## config.mk

```make
export PLATFORM = sky130hd
export DESIGN_NAME = circular_double_ended_queue
export DESIGN_NICKNAME = d
export VERILOG_FILES = /design/src/rtl/cdq_pkg.sv /design/src/rtl/cdq_ram.sv /design/src/rtl/circular_double_ended_queue.sv
export SDC_FILE = /design/constraint.sdc
export NUM_CORES = 1
export LEC_CHECK = 0
export ABC_AREA = 1
export BUFFER_PORTS_ARGS = -buffer_cell sky130_fd_sc_hd__buf_2
export CAP_MARGIN = 20
export CORE_UTILIZATION = 60
export CTS_CLUSTER_DIAMETER = 120
export CTS_CLUSTER_SIZE = 20
export DETAILED_ROUTE_END_ITERATION = 6
export GPL_ROUTABILITY_DRIVEN = 0
export PLACE_DENSITY = 0.79
export SKIP_LAST_GASP = 1
export SLEW_MARGIN = 25
export SYNTH_ARGS = -nofsm -noshare
export SYNTH_HDL_FRONTEND = slang
export SYNTH_SLANG_ARGS = --single-unit
```

## constraint.sdc

```tcl
create_clock -name clk -period 4.5 [get_ports clk]
set_input_delay 0.675 -clock clk [delete_from_list [all_inputs] [get_ports clk]]
set_output_delay 0.675 -clock clk [all_outputs]
set_load 0.01 [all_outputs]
```

## src/rtl/cdq_pkg.sv

```systemverilog
// cdq_pkg: shared types, constants and index helpers for the circular deque
// depends on nothing; used by circular_double_ended_queue
`timescale 1ns / 1ps

package cdq_pkg;

  // number of entries in the ring store
  localparam int DEPTH = 8;
  localparam int IDX_W = (DEPTH > 1) ? $clog2(DEPTH) : 1;
  localparam int DATA_W = 32;

  typedef logic [IDX_W-1:0] idx_t;

  // operation codes on the kind port
  localparam logic [1:0] KIND_PUSH_FRONT = 2'd0;
  localparam logic [1:0] KIND_PUSH_REAR  = 2'd1;
  localparam logic [1:0] KIND_POP_FRONT  = 2'd2;
  localparam logic [1:0] KIND_POP_REAR   = 2'd3;

  // status codes on the status port
  localparam logic [1:0] STATUS_OK        = 2'd0;
  localparam logic [1:0] STATUS_OVERFLOW  = 2'd1;
  localparam logic [1:0] STATUS_UNDERFLOW = 2'd2;

  typedef enum logic {
    ST_IDLE,
    ST_RESP
  } state_t;

  // index step forward with wrap
  function automatic idx_t idx_next(input idx_t i);
    return (i == idx_t'(DEPTH - 1)) ? '0 : idx_t'(i + idx_t'(1));
  endfunction

  // index step backward with wrap
  function automatic idx_t idx_prev(input idx_t i);
    return (i == '0) ? idx_t'(DEPTH - 1) : idx_t'(i - idx_t'(1));
  endfunction

endpackage

```

## src/rtl/cdq_ram.sv

```systemverilog
// cdq_ram: generic single-write, single-read ram with registered read data
// standalone; instanced by circular_double_ended_queue for the ring store
`timescale 1ns / 1ps

module cdq_ram #(
  parameter int WIDTH = 32,
  parameter int DEPTH = 8
) (
  input  logic                     clk,
  input  logic                     we,
  input  logic [$clog2(DEPTH)-1:0] waddr,
  input  logic [WIDTH-1:0]         wdata,
  input  logic [$clog2(DEPTH)-1:0] raddr,
  output logic [WIDTH-1:0]         rdata
);

  logic [WIDTH-1:0] mem [DEPTH];

  // write port and registered read port
  always_ff @(posedge clk) begin
    if (we) begin
      mem[waddr] <= wdata;
    end
    rdata <= mem[raddr];
  end

endmodule

```

## src/rtl/circular_double_ended_queue.sv

```systemverilog
// circular_double_ended_queue: fixed-depth deque over a ring store in ram
// depends on cdq_pkg and cdq_ram
`timescale 1ns / 1ps

// Usage
//   A command beat (kind, push_value) is taken on a rising edge where start
//   is high and busy is low. kind selects push front, push rear, pop front
//   or pop rear; push_value matters only on pushes.
//   Exactly one result beat follows: done is high for one cycle, in the
//   cycle right after the command edge, with pop_value, status, is_empty
//   and is_full valid in that cycle. The receiver cannot stall; a result
//   is gone after its cycle.
//   Busy is high while the result is shown, so the next command is taken
//   only after the result beat, since a pop waits for the registered read
//   of the ring store ram.
//   A push into a full deque is dropped with status overflow; a pop from an
//   empty deque returns zero with status underflow and changes nothing.
//   Reset (rst, synchronous) empties the deque and zeroes both indices;
//   the ram contents are not cleared and are read only after being written.

module circular_double_ended_queue (
  input  logic               clk,
  input  logic               rst,
  input  logic               start,
  output logic               busy,
  input  logic [1:0]         kind,
  input  logic signed [31:0] push_value,
  output logic               done,
  output logic signed [31:0] pop_value,
  output logic [1:0]         status,
  output logic               is_empty,
  output logic               is_full
);

  cdq_pkg::state_t state, state_next;
  cdq_pkg::idx_t   head, head_next;
  cdq_pkg::idx_t   tail, tail_next;
  logic            empty, empty_next;

  logic [1:0] res_status, res_status_next;
  logic       res_empty, res_empty_next;
  logic       res_full, res_full_next;
  logic       res_pop, res_pop_next;

  logic                        accept;
  logic                        full_now;
  logic                        ram_we;
  cdq_pkg::idx_t               ram_waddr;
  cdq_pkg::idx_t               ram_raddr;
  logic [cdq_pkg::DATA_W-1:0]  ram_rdata;

  assign accept   = (state == cdq_pkg::ST_IDLE) && start;
  assign full_now = !empty && (head == cdq_pkg::idx_next(tail));

  // ring store
  cdq_ram #(
    .WIDTH (cdq_pkg::DATA_W),
    .DEPTH (cdq_pkg::DEPTH)
  ) u_ram (
    .clk   (clk),
    .we    (ram_we),
    .waddr (ram_waddr),
    .wdata (push_value),
    .raddr (ram_raddr),
    .rdata (ram_rdata)
  );

  // state and index registers
  always_ff @(posedge clk) begin
    if (rst) begin
      state <= cdq_pkg::ST_IDLE;
      head  <= '0;
      tail  <= '0;
      empty <= 1'b1;
    end else begin
      state <= state_next;
      head  <= head_next;
      tail  <= tail_next;
      empty <= empty_next;
    end
  end

  // result registers
  always_ff @(posedge clk) begin
    res_status <= res_status_next;
    res_empty  <= res_empty_next;
    res_full   <= res_full_next;
    res_pop    <= res_pop_next;
  end

  // command decode, index update and ram access
  always_comb begin
    state_next      = state;
    head_next       = head;
    tail_next       = tail;
    empty_next      = empty;
    res_status_next = res_status;
    res_empty_next  = res_empty;
    res_full_next   = res_full;
    res_pop_next    = res_pop;
    ram_we          = 1'b0;
    ram_waddr       = head;
    ram_raddr       = (kind == cdq_pkg::KIND_POP_FRONT) ? head : tail;

    case (state)
      cdq_pkg::ST_IDLE: begin
        if (accept) begin
          state_next      = cdq_pkg::ST_RESP;
          res_status_next = cdq_pkg::STATUS_OK;
          res_pop_next    = 1'b0;
          if (kind == cdq_pkg::KIND_PUSH_FRONT || kind == cdq_pkg::KIND_PUSH_REAR) begin
            if (full_now) begin
              res_status_next = cdq_pkg::STATUS_OVERFLOW;
            end else begin
              ram_we = 1'b1;
              if (empty) begin
                head_next  = '0;
                tail_next  = '0;
                empty_next = 1'b0;
                ram_waddr  = '0;
              end else if (kind == cdq_pkg::KIND_PUSH_FRONT) begin
                head_next = cdq_pkg::idx_prev(head);
                ram_waddr = cdq_pkg::idx_prev(head);
              end else begin
                tail_next = cdq_pkg::idx_next(tail);
                ram_waddr = cdq_pkg::idx_next(tail);
              end
            end
          end else begin
            if (empty) begin
              res_status_next = cdq_pkg::STATUS_UNDERFLOW;
            end else begin
              res_pop_next = 1'b1;
              if (head == tail) begin
                head_next  = '0;
                tail_next  = '0;
                empty_next = 1'b1;
              end else if (kind == cdq_pkg::KIND_POP_FRONT) begin
                head_next = cdq_pkg::idx_next(head);
              end else begin
                tail_next = cdq_pkg::idx_prev(tail);
              end
            end
          end
          res_empty_next = empty_next;
          res_full_next  = !empty_next && (head_next == cdq_pkg::idx_next(tail_next));
        end
      end
      cdq_pkg::ST_RESP: begin
        state_next = cdq_pkg::ST_IDLE;
      end
      default: begin
        state_next = cdq_pkg::ST_IDLE;
      end
    endcase
  end

  // result beat
  assign busy      = (state != cdq_pkg::ST_IDLE);
  assign done      = (state == cdq_pkg::ST_RESP);
  assign pop_value = res_pop ? $signed(ram_rdata) : 32'sd0;
  assign status    = res_status;
  assign is_empty  = res_empty;
  assign is_full   = res_full;

  // every result beat follows exactly one command beat
  a_done_after_cmd: assert property (@(posedge clk) disable iff (rst)
    done |-> $past(start && !busy))
    else $error("result beat without a command beat");

  a_cmd_gives_done: assert property (@(posedge clk) disable iff (rst)
    (start && !busy) |=> done)
    else $error("command beat without a result beat");

  a_empty_idx_zero: assert property (@(posedge clk) disable iff (rst)
    empty |-> (head == '0 && tail == '0))
    else $error("empty deque with nonzero index");

  a_not_both: assert property (@(posedge clk) disable iff (rst)
    done |-> !(is_empty && is_full))
    else $error("deque reported both empty and full");

  a_fail_zero: assert property (@(posedge clk) disable iff (rst)
    (done && status != cdq_pkg::STATUS_OK) |-> (pop_value == 32'sd0))
    else $error("refused command returned a nonzero word");

endmodule

```

* Word-level counts from Yosys, hierarchy flattened
Memories as Yosys holds them, arrays and structs flattened. A register that Yosys moved wholly into a read port is not among the register bits. Index checks and enable logic that the tools add are counted.
Cells by class: $add $sub $neg 5, multipliers 0, divide/modulo/power cells 0, order comparisons 0, equality and inequality tests 8, shift operators 0, mux-type cells 49, bitwise logic cells 1, reductions and logical operators 10
Operator list (number):
- $mux W3 | 30
- $mux W32 | 1
- $mux W1 | 15
- $add A3 B1 Y3 const B | 3
- $eq A3 B3 Y1 | 3
- $eq A3 B3 Y1 const B | 3
- $logic_not A3 Y1 | 2
- $sub A3 B1 Y3 const B | 2
- $mux W2 | 2
- $logic_and A1 B1 Y1 | 3
- $eq A2 B1 Y1 const B | 1
- $eq A2 B2 Y1 const B | 1
- $logic_not A1 Y1 | 2
- $logic_not A2 Y1 | 1
- $pmux W1 S2 | 1
- $reduce_and A2 Y1 | 1
- $logic_or A1 B1 Y1 | 1
- $not A1 Y1 | 1
Word-level totals: register bits 13, bits in latches 0, bits in writable memories 256, bits in read-only memories 0, bits of input ports 37, output and inout bits 38, memories 1
Memories:
- u_ram.mem | depth 8, bits a word 32, rd ports 1, clocked after memory_dff 1, write ports 1, RTL line cdq_ram.sv:17 | logic [WIDTH-1:0] mem [DEPTH];

* Longest topological paths before layout
Gate-level depths: netlist (run 1).
depth in word-level cells 12, depth in mapped cells 19, mapped depth without buffers 19

* Cells and area by module
From an unflattened synthesis (run 1), not the netlist that was laid out.
Second synthesis, totals: cells, all modules 1418, area total of the unflattened synthesis 13405.4 sq um
By module, submodules not included:
- cdq_ram | instances 1, cells an instance 1156, area an instance 11872.6 sq um
- circular_double_ended_queue | instances 1, cells an instance 262, area an instance 1532.7 sq um

* Least setup slack after synthesis (run 1)
OpenSTA, ideal clock, no wires.
path type input to register, from input port start, to memory u_ram.mem[6][0], enable pin, data arrival time 3.348 ns, data required time 4.079 ns, path slack 0.731 ns, cell stages on the path 8, path buffers 0, cell sequence inv_1 > nor2_1 > clkinv_1 > nor2_2 > nand3_1 > o21ai_1 > nand2_1 > nor2_1
Between the ends: longest elaborated chain between the ends 5
Ends and longest elaborated chain:
- start: declaration | RTL line circular_double_ended_queue.sv:24 | input logic start,
- $logic_and A1 B1 Y1 * | RTL line circular_double_ended_queue.sv:52 | assign accept = (state == cdq_pkg::ST_IDLE) && start;
- net accept | RTL line circular_double_ended_queue.sv:45 | logic accept;
- $mux W1 | RTL line circular_double_ended_queue.sv:107 | if (accept) begin
- $mux W1 | RTL line circular_double_ended_queue.sv:105 | case (state)
- $mux W1 | RTL line cdq_ram.sv:21 | if (we) begin
- $mux W1 (implied by the code) | RTL line cdq_ram.sv:22 | mem[waddr] <= wdata;
- end: declaration | RTL line cdq_ram.sv:17
The timed path passes the listed nets; every way through them passes the cells marked *.

* Worst setup path after layout (run 1)
from register tail[0], to memory u_ram.mem[5][1], enable pin
Between the ends: longest elaborated chain between the ends 10
Ends and longest elaborated chain:
- start: declaration | RTL line circular_double_ended_queue.sv:37 | cdq_pkg::idx_t tail, tail_next;
- start signal: assignment | RTL line circular_double_ended_queue.sv:78 | tail <= tail_next;
- $add A3 B1 Y3 / $eq A3 B3 Y1 (equally long branches) | RTL line cdq_pkg.sv:32 | return (i == idx_t'(DEPTH - 1)) ? '0 : idx_t'(i + idx_t'(1));
- $mux W3 * | RTL line cdq_pkg.sv:32
- $eq A3 B3 Y1 | RTL line circular_double_ended_queue.sv:53 | assign full_now = !empty && (head == cdq_pkg::idx_next(tail));
- $logic_and A1 B1 Y1 | RTL line circular_double_ended_queue.sv:53
- $mux W1 | RTL line circular_double_ended_queue.sv:112 | if (full_now) begin
- $mux W1 | RTL line circular_double_ended_queue.sv:111 | if (kind == cdq_pkg::KIND_PUSH_FRONT || kind == cdq_pkg::KIND_PUSH_REAR) begin
- $mux W1 | RTL line circular_double_ended_queue.sv:107
- $mux W1 | RTL line circular_double_ended_queue.sv:105
- $mux W1 | RTL line cdq_ram.sv:21
- $mux W1 (implied by the code) | RTL line cdq_ram.sv:22
Every way passes the cells marked *; elsewhere a longest branch is shown, timed or not.

==> reports/qor.csv, run 1 <==
metric;value;unit
drive_above_1_share;11.9;%
status;finished, final reports clean;
syn_avg_cell_area;11.8;sq um
muxShareOfSynthArea;0;%
start_kind;flip-flop;
synth-simple-area-share;9.93;%
hp-class;in2reg;
combPwrFrac;10.9;%
switching_share;24.0;%
p_leak;4.99;nW
yosysMostFrequentCell;edfxtp_1;
initial_core_util;62.1;%
ys_async_sr_fraction;0;%
max_freq;290;MHz
rrSetupSlack;1.05;ns
cts_max_level;1;
nets;1134;
r2r-end;u_ram.mem[5][1]$_DFFE_PP_;
drv_cap;0;
cp_max_fo;20;
path_class;reg2reg;
synthTopCellsByCount;edfxtp_1, nand2_1, a21oi_1;
syn_inst;1042;
rsz0062_at_grt;no;
whs_endpoint;u_ram.mem[6][16]$_DFFE_PP_;
cp_data_arrival_time;3.61;ns
nFillCells;1368;
cts_tree;done;
ys.flop_type;edfxtp_1;
hpwl;14000;microns
grt_max_degree;129;
cts_setup_buffers;0;
cts_buffer_depth;3;
p_total;5.43;mW
min_period;3.45;ns
min_from;push_value[16];
p_int;4.12;mW
drv_slew;0;
worst_pin_slew;1.00;ns
yosysTopAreaCell;edfxtp_1;
powerDensity;402;nW/um^2
cts_resized;0;
required;4.66;ns
antenna_found_initial;2;
synthAdderAreaFrac;1.02;%
drt-initial-drc-count;727;
clock_skew;0.0331;ns
clkSinkCount;301;
clk_latency;0.51;ns
path_clk_slew;0.09;ns
hold_path_depth;1;
area_growth;10.4;%
finalSetupTns;0;ns
routedWlPerCell;18.7;microns
rows;51;
cts_buffers;19;
peakVddDrop;0.243;mV
core;19700;sq um
r2r_start;tail[0]$_SDFFE_PP0P_;
die_w;145;microns
pin_count;75;
synth_top_family_by_area;compound AO/OA/AOI/OAI gates;
seqCellArea;8640;sq um
seqPwrFrac;58.1;%
synth_area;12200;sq um
drc;0;
clockPowerShare;31.0;%
finalWirelength;25600;microns
relSlewSlack;33.3;%
synth_edf_count;261;
synth_compound_area_share;13.9;%
cts_root_buf;clkbuf_16;
final-setup-viol-count;0;
yosys.area_share.xor_xnor;0.143;%
grt_overflow;0;
ys_seq_area_share;70.5;%
die_h;145;microns
grt_pass1_vias;7417;
grt_pass1_wl;39200;microns
grt_usage;24.6;%
ys.warnings.count;0;
drt_pass1_iterations;5;
vias;8178;
fin_crit_sh;76.7;%
ys_ff_latch;301;
viasPerCell;5.99;
ys_types;27;
multi_input_area;3160;sq um
cts_hold_buf;0;
final-hold-violation-count;0;
synth_top_area_share;64.0;%
synth_area_leaders;edfxtp_1, dfxtp_1, nand2_1, a21oi_1, o32ai_1;
postRouteAntennaNets;0;
die_area;21000;sq um
synth_nets;1089;
end_kind;flip-flop;
port_buffers;74;
switching_power;1.31;mW
r2r_cells;13;
==> metal layers <==
layer / wire length (microns) / share of wire, % / global-route usage, %
met1: 10700 / 42 / 33.3
met4: 289 / 1.1 / 5.60
met2: 12900 / 50 / 42.6
met3: 1750 / 6.8 / 3.36
met5: 13 / 0.051 / 0
==> worst max path at each step <==
stage | from | endpoint | slack (ns) | cells after the start
2_1_floorplan | start | u_ram.mem[6][0]$_DFFE_PP_ | 0.73 | 8
3_3_place_gp | tail[0]$_SDFFE_PP0P_ | u_ram.mem[6][17]$_DFFE_PP_ | 0.96 | 11
3_5_place_dp | tail[0]$_SDFFE_PP0P_ | u_ram.mem[2][17]$_DFFE_PP_ | 1.11 | 13
4_1_cts | tail[0]$_SDFFE_PP0P_ | u_ram.mem[2][26]$_DFFE_PP_ | 1.05 | 13
5_1_grt | tail[0]$_SDFFE_PP0P_ | u_ram.mem[5][1]$_DFFE_PP_ | 0.80 | 15
6_report | tail[0]$_SDFFE_PP0P_ | u_ram.mem[5][1]$_DFFE_PP_ | 1.05 | 13
==> worst max-delay path: stages (launching register included) <==
cell     delay (ns)
dfxtp_1        0.47
inv_1          0.20
ha_1           0.34
inv_1          0.07
nand2_1        0.06
nand3_1        0.07
nor2_1         0.24
nand2_2        0.16
nand2_2        0.14
nor2_2         0.08
o21ai_1        0.22
nand2_1        0.17
nor2_4         0.44
buf_4          0.45
==> cells in the final DEF (no fill, tap or decap) <==
cell type / n
buf_2: 74
o32ai_1: 64
o21ai_4: 2
xnor2_1: 1
clkinv_1: 1
dfxtp_1: 40
inv_16: 1
nand2_4: 3
edfxtp_1: 261
o21ai_1: 3
diode_2: 1
inv_6: 1
buf_12: 3
nand3b_1: 2
a21oi_1: 135
ha_1: 10
nor2_2: 1
nor2_4: 9
buf_16: 3
xor2_1: 1
inv_2: 2
nand3_1: 17
clkbuf_1: 13
nor2_1: 86
buf_4: 11
nand2_2: 2
nand2_1: 191
o21ai_0: 81
inv_1: 59
o221ai_1: 2
clkbuf_16: 19
o211ai_1: 2
==> metrics by stage <==
| step | util (%) | hold slack, ns | instance area, sq um | cells | setup WS [ns] |
|---|---|---|---|---|---|
| floorplan | - | 0.501 | 12200 | 1042 | 0.731 |
| global placement | 65.3 | 0.531 | 12900 | 1328 | 0.964 |
| global route | 68.5 | 0.428 | 13500 | 1365 | 0.796 |
| detailed placement | 65.4 | 0.532 | 12900 | 1329 | 1.11 |
| finish | 68.5 | 0.435 | 13500 | 1366 | 1.05 |
| CTS | 68.2 | 0.426 | 13500 | 1363 | 1.05 |
==> power by group through the flow <==
stage | sequential (mW) | clock [mW] | combinational (mW)
final | 3.15 | 1.68 | 0.590
after global routing | 3.16 | 1.79 | 0.658
after CTS | 3.15 | 1.69 | 0.582
after detailed placement | 3.22 | 0 | 0.576
after global placement | 3.22 | 0 | 0.559
after floorplan | 3.21 | 0 | 0.398
==> flip-flops by register name, indices dropped and copies added, names as in the netlist <==
register / count
empty: 1
u_ram.mem: 256
busy: 1
head: 3
status: 2
is_full: 1
res_pop: 1
is_empty: 1
u_ram.rdata: 32
tail: 3
==> logic make-up (layout without fill, tap and decap cells) <==
group / count (synthesis) / count (layout)
AO/OA/AOI/OAI: 289 / 289
XOR/XNOR: 2 / 2
adder cells (fa/ha/maj): 10 / 10
buffers and inverters: 129 / 187
flip-flops: 301 / 301
other: 0 / 1
AND/OR/NAND/NOR: 311 / 311
==> final cells by class <==
cell class	count	share of cell area, %
diodes	1	0.0185
clock buffers	32	3.88
clock inverters	2	0.213
inverters	62	1.72
multi-input cells	612	23.4
flip-flops and latches	301	63.9
well taps	265	2.45
repair buffers	91	4.41
Power figures use the tool's default switching activity.
==> run 2, diff against run 1 <==
Settings changed: CORE_UTILIZATION 60 to 54, PLACE_DENSITY 0.79 to 0.75.
Clock period 4.5 ns to 3 ns, I/O delays scaled along.
==> run 2 against run 1 <==
Net effect: the run now ends with DRC left; clock skew shrank 0.015 ns; highest routed layer is now met4; critical endpoint is now is_full$_DFFE_PP_; register-to-register slack worse by 0.88 ns; routed wire length is 3.8% higher; first-iteration DRC count increased by 31%.
==> reports/qor.csv, run 2 (synthesis results as in run 1) <==
metric;value;unit
max_freq;353;MHz
dp.cells;1367;
drc;3;
drive_above_1_share;13.7;%
end_kind;flip-flop;
cts_max_level;1;
drv_slew;0;
antenna_found_initial;0;
core;22000;sq um
largest_register_ffs;256;
peakVddDrop;0.405;mV
cts_tree;done;
cts_buffer_depth;3;
regMostFlops;u_ram.mem;
combPwrFrac;11.5;%
seqPwrFrac;57.7;%
grt_pass1_vias;7875;
cts_buffers;19;
violations;DRC;
status;finished with violations;
fin_crit_sh;94.4;%
finalSetupTns;0;ns
p_total;8.19;mW
initial_core_util;55.6;%
die_w;153;microns
powerDensity;593;nW/um^2
path_class;reg2reg;
nets;1155;
clk_latency;0.52;ns
switching_power;1.98;mW
postRouteAntennaNets;0;
path_buf_inv;3;
clock_skew;0.0183;ns
die_h;153;microns
pin_count;75;
hpwl;16400;microns
grt_usage;22.7;%
drt_pass1_iterations;7;
grt_max_degree;69;
area_growth;12.8;%
final-setup-viol-count;0;
switching_share;24.2;%
final_common_cell;edfxtp_1;
drt-initial-drc-count;949;
final-hold-violation-count;0;
die_area;23300;sq um
finalWirelength;26500;microns
cp_data_arrival_time;3.21;ns
cp_slowest_cell;dfxtp_1;
routedWlPerCell;19.0;microns
hp-class;in2reg;
r2r_cells;17;
layout_common_cells;edfxtp_1, nand2_1, a21oi_1, nor2_1, o21ai_0;
clkSinkCount;301;
cp_max_fo;8;
cp.depth;17;
relSlewSlack;50.6;%
min_period;2.83;ns
final_util;62.7;%
worst_pin_slew;0.741;ns
largestRegisters;u_ram.mem: 256 flops, u_ram.rdata: 32 flops;
drv_cap;0;
crit_family;simple AND/OR/NAND/NOR gates;
vias;8204;
port_buffers;74;
p_int;6.21;mW
grt_overflow;0;
slowest_delay;0.48;ns
num_antenna_cells;0;
grt_pass1_wl;41700;microns
clockPowerShare;30.8;%
fin_cells;1399;
required;3.38;ns
viasPerCell;5.86;
rsz0062_at_grt;yes;
cts_root_buf;clkbuf_16;
path_clk_slew;0.08;ns
rows;54;
p_leak;5.13;nW
start_kind;flip-flop;
path_cells;inv_1 > ha_1 > inv_1 > nand2_1 > nand3_1 > nor2_1 > nand2_2 > nand2_2 > nand2_1 > o221ai_2 > ha_1 > ha_1 > inv_1 > nand3_1 > nand2_1 > nand3_1 > nor2_1;
hold_path_depth;2;
run 2: metal layers:
layer	vias up	share of wire (%)	global-route usage [%]
met5	-	0	0
met3	42	6.8	2.96
met1	3947	41	30.9
li1	3872	-	-
met4	0	2.4	6.93
met2	343	50	38.4
run 2: worst paths after layout:
kind         slack [ns]              endpoint                 start
min                0.22       busy$_SDFF_PP0_                   rst
max reg2reg        0.17     is_full$_DFFE_PP_  tail[0]$_SDFFE_PP0P_
min reg2reg        0.56  tail[1]$_SDFFE_PP0P_  tail[1]$_SDFFE_PP0P_
max                0.17     is_full$_DFFE_PP_  tail[0]$_SDFFE_PP0P_
run 2: cell type report:
cell class	instances	area (sq um)
sequential	301	8640
clock buffer	30	517
timing repair buffer	112	881
multi-input combinational	612	3170
fill	1667	8210
inverter	62	233
clock inverter	2	28.8
tap	280	350
run 2: power groups by stage:
stage | clock network (mW) | registers (mW) | logic (mW)
after CTS | 2.57 | 4.72 | 0.942
after global routing | 2.70 | 4.74 | 1.04
after floorplan | 0 | 4.81 | 0.600
after global placement | 0 | 4.82 | 0.919
after detailed placement | 0 | 4.82 | 0.939
final | 2.52 | 4.72 | 0.943
run 2: what timing repair did:
action | 4_1_cts | 5_1_grt
setup buffers | 0 | 0
endpoints found under the setup margin | 0 | 188
hold buffers | 0 | 0
resized for setup | 0 | 2
run 2: through the flow:
step | area [sq um] | hold WS, ns | worst slack [ns]
2_1_floorplan | 12300 | 0.501 | -0.0491
3_3_place_gp | 13300 | 0.531 | 0.344
3_5_place_dp | 13300 | 0.546 | 0.198
4_1_cts | 13800 | 0.203 | 0.174
5_1_grt | 13800 | 0.213 | -0.0109
6_report | 13800 | 0.215 | 0.168
